## src/hw/rtl/pbrl_pkg.sv

```systemverilog
// Shared types, register codes and reset values for the posting back-off rate limiter.
`timescale 1ns / 1ps
`default_nettype none

package pbrl_pkg;

    // Default number of client records.
    localparam int unsigned CLIENTS_DEFAULT = 256;

    // Field widths.
    localparam int unsigned INDEX_W  = 8;
    localparam int unsigned TIME_W   = 32;
    localparam int unsigned SLEEP_W  = 16;
    localparam int unsigned COUNT_W  = 16;
    localparam int unsigned FACTOR_W = 8;
    localparam int unsigned WINDOW_W = 16;
    localparam int unsigned CFG_IDX_W  = 2;
    localparam int unsigned CFG_DATA_W = 16;

    // Configuration register indexes.
    localparam logic [CFG_IDX_W-1:0] REG_BACKOFF_FACTOR = 2'd0;
    localparam logic [CFG_IDX_W-1:0] REG_FAST_WINDOW    = 2'd1;
    localparam logic [CFG_IDX_W-1:0] REG_SLOW_WINDOW    = 2'd2;
    localparam logic [CFG_IDX_W-1:0] REG_TRIGGER_COUNT  = 2'd3;

    // Register reset values.
    localparam logic [FACTOR_W-1:0] BACKOFF_FACTOR_RESET = 8'd1;
    localparam logic [WINDOW_W-1:0] FAST_WINDOW_RESET    = 16'd0;
    localparam logic [WINDOW_W-1:0] SLOW_WINDOW_RESET    = 16'd0;
    localparam logic [COUNT_W-1:0]  TRIGGER_COUNT_RESET  = 16'd0;

    localparam logic [COUNT_W-1:0] COUNT_MAX = '1;

    // One client record as it sits in the record memory.
    typedef struct packed {
        logic               valid;
        logic [TIME_W-1:0]  last_time;
        logic [SLEEP_W-1:0] last_sleep;
        logic [COUNT_W-1:0] count;
    } record_t;

    // Configuration register set.
    typedef struct packed {
        logic [FACTOR_W-1:0] backoff_factor;
        logic [WINDOW_W-1:0] fast_window;
        logic [WINDOW_W-1:0] slow_window;
        logic [COUNT_W-1:0]  trigger_count;
    } cfg_t;

endpackage

`default_nettype wire

```

## src/hw/rtl/pbrl_update.sv

```systemverilog
// Next-record computation: sleep and post count from a stored record and the registers.
`timescale 1ns / 1ps
`default_nettype none

module pbrl_update (
    input  wire pbrl_pkg::record_t                 rec,
    input  wire logic [pbrl_pkg::TIME_W-1:0]       now_time,
    input  wire pbrl_pkg::cfg_t                    cfg,
    output pbrl_pkg::record_t                      new_rec
);

    localparam int unsigned PROD_W = pbrl_pkg::SLEEP_W + pbrl_pkg::FACTOR_W;
    localparam int unsigned GROW_W = PROD_W + 1;

    logic [pbrl_pkg::SLEEP_W-1:0] held;
    logic [pbrl_pkg::TIME_W-1:0]  elapsed;
    logic                         fast_hit;
    logic                         slow_hit;
    logic                         triggered;
    logic [PROD_W-1:0]            prod;
    logic [GROW_W-1:0]            grow;
    logic [GROW_W-1:0]            sleep_raw;
    logic [pbrl_pkg::COUNT_W-1:0] count_base;
    logic [pbrl_pkg::COUNT_W-1:0] count_new;
    logic [pbrl_pkg::SLEEP_W-1:0] sleep_new;

    always_comb
    begin
        held = (rec.last_sleep > cfg.fast_window) ? cfg.fast_window : rec.last_sleep;
        // A clock that runs backwards counts as no time gone by.
        elapsed   = (now_time >= rec.last_time) ? (now_time - rec.last_time) : '0;
        fast_hit  = elapsed < pbrl_pkg::TIME_W'(cfg.fast_window);
        slow_hit  = elapsed < pbrl_pkg::TIME_W'(cfg.slow_window);
        triggered = rec.count >= cfg.trigger_count;
        prod      = PROD_W'(held) * PROD_W'(cfg.backoff_factor);
        grow      = GROW_W'(prod) + GROW_W'(1);

        sleep_raw  = '0;
        count_base = rec.count;
        if (!rec.valid)
        begin
            count_base = '0;
        end
        else if (fast_hit)
        begin
            if (triggered)
            begin
                sleep_raw = grow;
            end
        end
        else if (slow_hit)
        begin
            if (triggered)
            begin
                sleep_raw = GROW_W'(held);
            end
        end
        else
        begin
            count_base = '0;
        end

        count_new = (count_base == pbrl_pkg::COUNT_MAX) ? count_base : count_base + 1'b1;
        sleep_new = (sleep_raw > GROW_W'(cfg.fast_window)) ? cfg.fast_window
                                                            : sleep_raw[pbrl_pkg::SLEEP_W-1:0];

        new_rec.valid      = 1'b1;
        new_rec.last_time  = now_time;
        new_rec.last_sleep = sleep_new;
        new_rec.count      = count_new;
    end

endmodule

`default_nettype wire
```

## config.mk

```make
export PLATFORM = sky130hd
export DESIGN_NAME = pbrl_update
export DESIGN_NICKNAME = d
export VERILOG_FILES = /design/src/hw/rtl/pbrl_pkg.sv /design/src/hw/rtl/pbrl_update.sv
export SDC_FILE = /design/constraint.sdc
export NUM_CORES = 1
export LEC_CHECK = 0
export BUFFER_PORTS_ARGS = -buffer_cell sky130_fd_sc_hd__buf_2
export CORE_MARGIN = 2
export CORE_UTILIZATION = 40
export DETAILED_ROUTE_END_ITERATION = 7
export GPL_ROUTABILITY_DRIVEN = 0
export PLACE_DENSITY = 0.65
export SLEW_MARGIN = 20
export SYNTH_ARGS = -nofsm -noshare
export SYNTH_HDL_FRONTEND = slang
export SYNTH_SLANG_ARGS = --single-unit
```

## constraint.sdc

```tcl
create_clock -name vclk -period 14
set_input_delay 1.4 -clock vclk [all_inputs]
set_output_delay 1.4 -clock vclk [all_outputs]
set_load 0.05 [all_outputs]
```

==> qor.txt, run 1 <==
RSZ-0062 raised after global routing = no
Num rows = 57
Register area = 0 sq um
CP max stage cell = mux2i_1
Fin. max-slew vios = 0
Post-CTS Setup Bufs = 0
CLK BUF = 0
Sequential fraction of the synthesis area = 0%
Vias per inst = 5.445
Util after Layout = 45.44%
Global-route wire length before repair = 46810 microns
Vias in the first global route = 9479
Worst-Margin Slew = 1003 ps
Period utilisation layout = 88.55%
Height of the die = 161.3 microns
Initial antenna violation count = 0
Arrival time at the worst endpoint = 11000 ps
Final hold slack = 3104 ps
Via count = 9671
Yosys warning count = 0
Die Wd = 161.3 microns
Routed wire length = 29020 microns
Final setup viols = 0
Initial Util = 40.72%
DR pass1 iterations = 5
Fin crit period = 12400 ps
# IOs = 218
Worst Setup End Kind = output port
Resize count post-CTS = 0
DRC Markers = 0
Core area = 24320 sq um
Max Cap Viol = 0
Syn_area_per_cell = 7.700 sq um
Slowest stage delay, CP = 850 ps
FFs & Latches = 0
Antenna diode count = 0
Hold buffer count at cts = 0
HPWL after DPL = 25220 microns
Peak Freq = 80.66 MHz
Post-route ant nets = 0
WS Path Type = in2out
P&R area growth vs syn = 11.60%
Worst slew margin = 31.22%
Port buffer count = 217
VDD IR-drop max = 0.1346 mV
Gate Count Post-Synth = 1286
Worst min path class = in2out
All-Layer GR Usage = 21.67%
Final Hold Vio Count = 0
Lkg Pwr = 0.005862 uW
Startpoint Class = input port
GR Overflow Total = 0
CP required = 12600 ps
Mapped Nets = 1685
Pin count of the biggest net entering global routing = 17
Post-Synthesis Cell Area = 9902 sq um
Maximum net fanout on the critical path = 16
First DRT Iteration DRCs = 561
Netlist cell types = 93
Setup TNS = 0 ps
Status = finished clean
Layout net count = 1853
Number of buffers and inverters on the critical path = 7
CP delay by family, top = compound AO/OA/AOI/OAI gates
Share of cells above drive strength 1 = 20.73%
Pwr Density = 129.6 nW/um^2
DIE AREA = 26030 sq um
Wire per inst = 16.34 microns
[per-stage QoR]
| stage | worst slack, ps | cell area [sq um] | total power [uW] | std cells |
|---|---|---|---|---|
| finish | 1603 | 11050 | 1433 | 1776 |
| global placement | 1935 | 11040 | 1401 | 1776 |
| CTS | 1585 | 11040 | 1437 | 1776 |
| global route | 963.2 | 11050 | 1619 | 1776 |
| floorplan | 2205 | 9902 | 1131 | 1286 |
| detailed placement | 1641 | 11040 | 1427 | 1776 |
[final timing paths]
check | startpoint | to | slack (ps) | cells past startpoint
setup / recovery | cfg[33] | new_rec[20] | 1600 | 40
hold / removal | now_time[18] | new_rec[50] | 3100 | 2
[placed cells by master (no fill, tap or decap), types with 9 or more instances in the layout]
master and count:
a21oi_1 65, a211oi_1 9, buf_4 9, nor3_1 29, fa_1 85, o22ai_1 14, nand2_1 89, mux2i_1 16
nand2b_1 24, o21ai_0 49, ha_1 161, nor2_1 67, mux2_4 9, xnor2_1 26, nor2b_1 89, nand4_1 27
nand3_1 29, xor2_1 18, a21o_1 29, inv_1 210, mux2_2 13, and2_1 13, buf_2 217, o21a_1 16
[synthesized netlist by cell type (all sizes together), types with 18 or more instances]
cell type / count / area share [%]
nand3: 30 / 1.6
fa: 85 / 17
nor3: 31 / 1.7
nand4: 27 / 1.7
a21o: 29 / 2.2
o21ai: 55 / 2.9
nand2: 91 / 3.5
inv: 210 / 8.0
a21oi: 73 / 4.2
mux2: 22 / 2.8
o22ai: 19 / 1.5
ha: 161 / 20
xnor2: 27 / 2.5
clkbuf: 18 / 0.81
xor2: 18 / 1.6
nor2: 67 / 2.5
nor2b: 89 / 5.6
nand2b: 25 / 1.6
buf: 42 / 3.5
[power by group]
group / internal (uW) / total (uW) / switching [uW] / leakage (uW)
clock network: 0 / 0 / 0 / 0
registers: 0 / 0 / 0 / 0
logic: 578 / 1430 / 855 / 0.00586
[layer usage]
metal,track usage (%),routed length (microns),vias up
met5,0,0,-
met4,4.343,566,0
met3,1.489,1602,33
met2,37.08,13620,310
met1,30.14,13230,4630
li1,-,-,4698
[cell families (layout without fill, tap and decap cells)]
family,Yosys count,in the layout,synth area share [%]
simple gates,412,412,21.97
compound gates,273,273,19.57
buf+inv,270,436,12.27
fa+ha+maj,246,246,37.53
xor+xnor,45,45,4.056
mux,39,39,4.562
other cells,1,1,0.03787
[cell type report]
type,instances,area [sq um]
Timing Repair Buffer,226,1154
Fill cell,2504,13270
Inverter,210,788.3
Multi-Input combinational cell,1016,8703
Tap cell,324,405.4
(Power assumes the default switching activity.)
==> inputs of run 2 (changes only) <==
Settings changed: BUFFER_PORTS_ARGS -buffer_cell sky130_fd_sc_hd__buf_2 to not set, CORE_UTILIZATION 40 to 30, DONT_BUFFER_PORTS set to 1, PLACE_DENSITY 0.65 to 0.47, REMOVE_ABC_BUFFERS set to 1.
==> run 2 against run 1 <==
Net effect: non-clock buffer count shrank 218; flip-flop and latch count is the same; global-route usage shrank 3.8 points; largest cell class unchanged; cell count shrank 5.6%; power shrank 4.5%; cell area shrank 8.5%; worst hold slack lost 300 ps; critical path depth shrank 1.
==> qor.txt, run 2 (synthesis gave the netlist of run 1 again) <==
Setup TNS = 0 ps
Pin count of the biggest net entering global routing = 17
Final setup viols = 0
Power, Total = 1368 uW
WS Path Type = in2out
Height of the die = 185.7 microns
Via count = 8750
Commonest cells after routing, fill and taps aside = inv_1, ha_1, nand2_1, nor2b_1, fa_1
Commonest non-fill, non-tap cell in the layout = inv_1
Peak Freq = 82.40 MHz
Placement-stage cell area = 10110 sq um
VDD IR-drop max = 0.08101 mV
CLK BUF = 0
CP max stage cell = mux2i_1
Lkg Pwr = 0.004966 uW
DIE AREA = 34480 sq um
RSZ-0062 raised after global routing = no
GR Overflow Total = 0
Post-CTS Setup Bufs = 0
Final Hold Vio Count = 0
Arrival time at the worst endpoint = 10740 ps
First DRT Iteration DRCs = 397
HPWL after DPL = 27220 microns
Post-route ant nets = 0
Routed wire length = 31110 microns
Maximum net fanout on the critical path = 15
Port buffer count = 0
DRC Markers = 0
Wire per inst = 18.55 microns
Period utilisation layout = 86.69%
Worst-Margin Slew = 1100 ps
Final setup margin = 1864 ps
Startpoint Class = input port
Initial Util = 30.43%
Core area = 32540 sq um
Fillcell total = 3620
Critical path startpoint = cfg[33]
Hold_sp = now_time[11]
Slowest stage delay, CP = 750 ps
Worst slew margin = 24.59%
Fin. max-slew vios = 0
Register area = 0 sq um
Fin crit period = 12140 ps
Die Wd = 185.7 microns
Vias per inst = 5.218
DR pass1 iterations = 5
Post-route cell area = 10110 sq um
Hold buffer count at cts = 0
CP required = 12600 ps
Worst Setup End Kind = output port
Num rows = 66
Global-route wire length before repair = 48580 microns
All-Layer GR Usage = 17.85%
Place WS = 1967 ps
FFs & Latches = 0
Vias in the first global route = 9040
P&R area growth vs syn = 2.084%
Share of cells above drive strength 1 = 6.726%
Status = finished clean
# IOs = 218
Initial antenna violation count = 1
Worst min path class = in2out
Pwr Density = 135.3 nW/um^2
Layout net count = 1635
Resize count post-CTS = 0
Max Cap Viol = 0
-- run 2: worst max-delay path, delay by kind of cell --
kind,cells,cell delay [ps]
xor gates and xnor gates,1,250
and+or+nand+nor,10,1670
buffers and inverters,5,550
muxes,2,1260
adders and majority gates,7,3010
AOI/OAI and AO/OA,14,2560
-- run 2: routing by layer --
layer / global-route usage [%] / vias up / share of wire (%)
met5: 0 / - / 0
met4: 3.307 / 0 / 2.3
met3: 1.526 / 37 / 4.7
met2: 32.46 / 255 / 49
met1: 23.08 / 4203 / 44
li1: - / 4255 / -
-- run 2: path summary, 6_finish.rpt --
path / end / slack (ps) / cells after the start
max: new_rec[20] / 1860 / 39
min: new_rec[43] / 2800 / 0
-- run 2: cell type report --
class	instances	area, sq um	area share, %
tap	442	553.0	5.471
antenna	1	2.502	0.02476
multi-input combinational	1016	8705	86.11
timing repair buffer	8	60.06	0.5941
inverter	210	788.3	7.798
-- run 2: where the power goes --
group / total, uW / internal (uW) / switching [uW]
Sequential: 0 / 0 / 0
Combinational: 1370 / 551 / 816
Clock: 0.00000958 / 0.00000957 / 0
-- run 2: through the flow --
| step | cells | hold WS (ps) | utilization (%) |
|---|---|---|---|
| 2_1_floorplan | 1226 | 2800 | - |
| 3_3_place_gp | 1676 | 2800 | 31.06 |
| 3_5_place_dp | 1676 | 2800 | 31.06 |
| 4_1_cts | 1676 | 2800 | 31.06 |
| 5_1_grt | 1676 | 2800 | 31.06 |
| 6_report | 1677 | 2800 | 31.07 |
==> inputs of run 3 (changes only) <==
Settings changed: MAX_ROUTING_LAYER set to met4.
==> run 3 against run 2 <==
Net effect: combinational power barely moved; utilization stayed put; sequential share of layout area is the same; wire length is 0.24% lower.
==> qor.txt, run 3 (synthesis gave the netlist of run 1 again) <==
Vias per inst = 5.209
WHS Endpoint = new_rec[40]
Slowest stage delay, CP = 750 ps
Place WS = 1967 ps
Layout net count = 1635
Util after Layout = 31.07%
Post-route ant nets = 0
Arrival time at the worst endpoint = 10740 ps
Post-CTS Setup Bufs = 0
DRC Markers = 0
Share of cells above drive strength 1 = 6.726%
Power, Total = 1368 uW
Final setup margin = 1860 ps
Core area = 32540 sq um
Initial antenna violation count = 1
DR pass1 iterations = 5
Startpoint Class = input port
Via count = 8735
CLK BUF = 0
All-Layer GR Usage = 18.37%
P&R area growth vs syn = 2.084%
Worst slew margin = 24.77%
Peak Freq = 82.37 MHz
Final setup viols = 0
Global-route wire length before repair = 48620 microns
Lkg Pwr = 0.004966 uW
Pwr Density = 135.3 nW/um^2
Period utilisation layout = 86.72%
Initial Util = 30.43%
Worst hold path stage count = 0
First DRT Iteration DRCs = 392
Resize count post-CTS = 0
Commonest cells after routing, fill and taps aside = inv_1, ha_1, nand2_1, nor2b_1, fa_1
Pin count of the biggest net entering global routing = 17
Height of the die = 185.7 microns
Die Wd = 185.7 microns
Num rows = 66
Final hold slack = 2800 ps
Worst Setup End Kind = output port
Maximum net fanout on the critical path = 15
Port buffer count = 0
WS Path Type = in2out
Fin crit period = 12140 ps
DIE AREA = 34480 sq um
Met2 Wirelength = 15260 microns
Worst min path class = in2out
Routed wire length = 31040 microns
HPWL after DPL = 27220 microns
Top sig layer = met4
GR Overflow Total = 0
Setup TNS = 0 ps
Register area = 0 sq um
Status = finished clean
Max Cap Viol = 0
CP max stage cell = mux2i_1
Routed wl met3 = 1294 microns
Hold_sp = now_time[8]
Wire per inst = 18.51 microns
FFs & Latches = 0
Vias in the first global route = 9025
Worst-Margin Slew = 1097 ps
WL met1 = 13770 microns
VDD IR-drop max = 0.08095 mV
RSZ-0062 raised after global routing = no
# IOs = 218
Commonest non-fill, non-tap cell in the layout = inv_1
Fillcell total = 3620
Hold buffer count at cts = 0
Fin. max-slew vios = 0
Final Hold Vio Count = 0
CP required = 12600 ps
run 3: cell counts in the layout (fill, tap and decap cells not counted):
Identical to the previous run, type by type.
run 3: worst max path at each step:
stage	start	endpoint	slack (ps)	cells past startpoint
5_1_grt	cfg[33]	new_rec[20]	1180	38
3_3_place_gp	cfg[33]	new_rec[19]	2080	39
4_1_cts	cfg[33]	new_rec[20]	1920	38
2_1_floorplan	cfg[33]	new_rec[16]	1670	38
3_5_place_dp	cfg[33]	new_rec[20]	1970	39
6_report	cfg[33]	new_rec[20]	1860	39
run 3: layout make-up:
type                            count  area [sq um]  share of cell area, %
Inverter                          210         788.3                  7.798
Tap cell                          442         553.0                  5.471
Multi-Input combinational cell   1016          8705                  86.11
Timing Repair Buffer                8         60.06                 0.5941
Antenna cell                        1         2.502                0.02476
run 3: power breakdown:
part           switching [uW]  internal, uW    leakage, uW
combinational             817           551        0.00497
sequential                  0             0              0
clock                       0    0.00000956  0.00000000634
total                     817           551        0.00497
run 3: through the flow:
stage	area, sq um	instances
after floorplan	9475	1226
after global placement	10110	1676
after detailed placement	10110	1676
after CTS	10110	1676
after global routing	10110	1677
final	10110	1677
run 3: routing by layer:
layer  track usage, %  up-vias
li1                 -     4255
met1            23.18     4221
met2            32.46      224
met3            1.370       35
met4            3.307        0
met5                -        -
run 3: worst max-delay path: cells and delay by family:
| kind | cells | cell delay (ps) |
|---|---|---|
| fa+ha+maj | 7 | 3000 |
| compound gates | 14 | 2560 |
| simple gates | 10 | 1660 |
| mux | 2 | 1260 |
| buf+inv | 5 | 550 |
| xor+xnor | 1 | 250 |
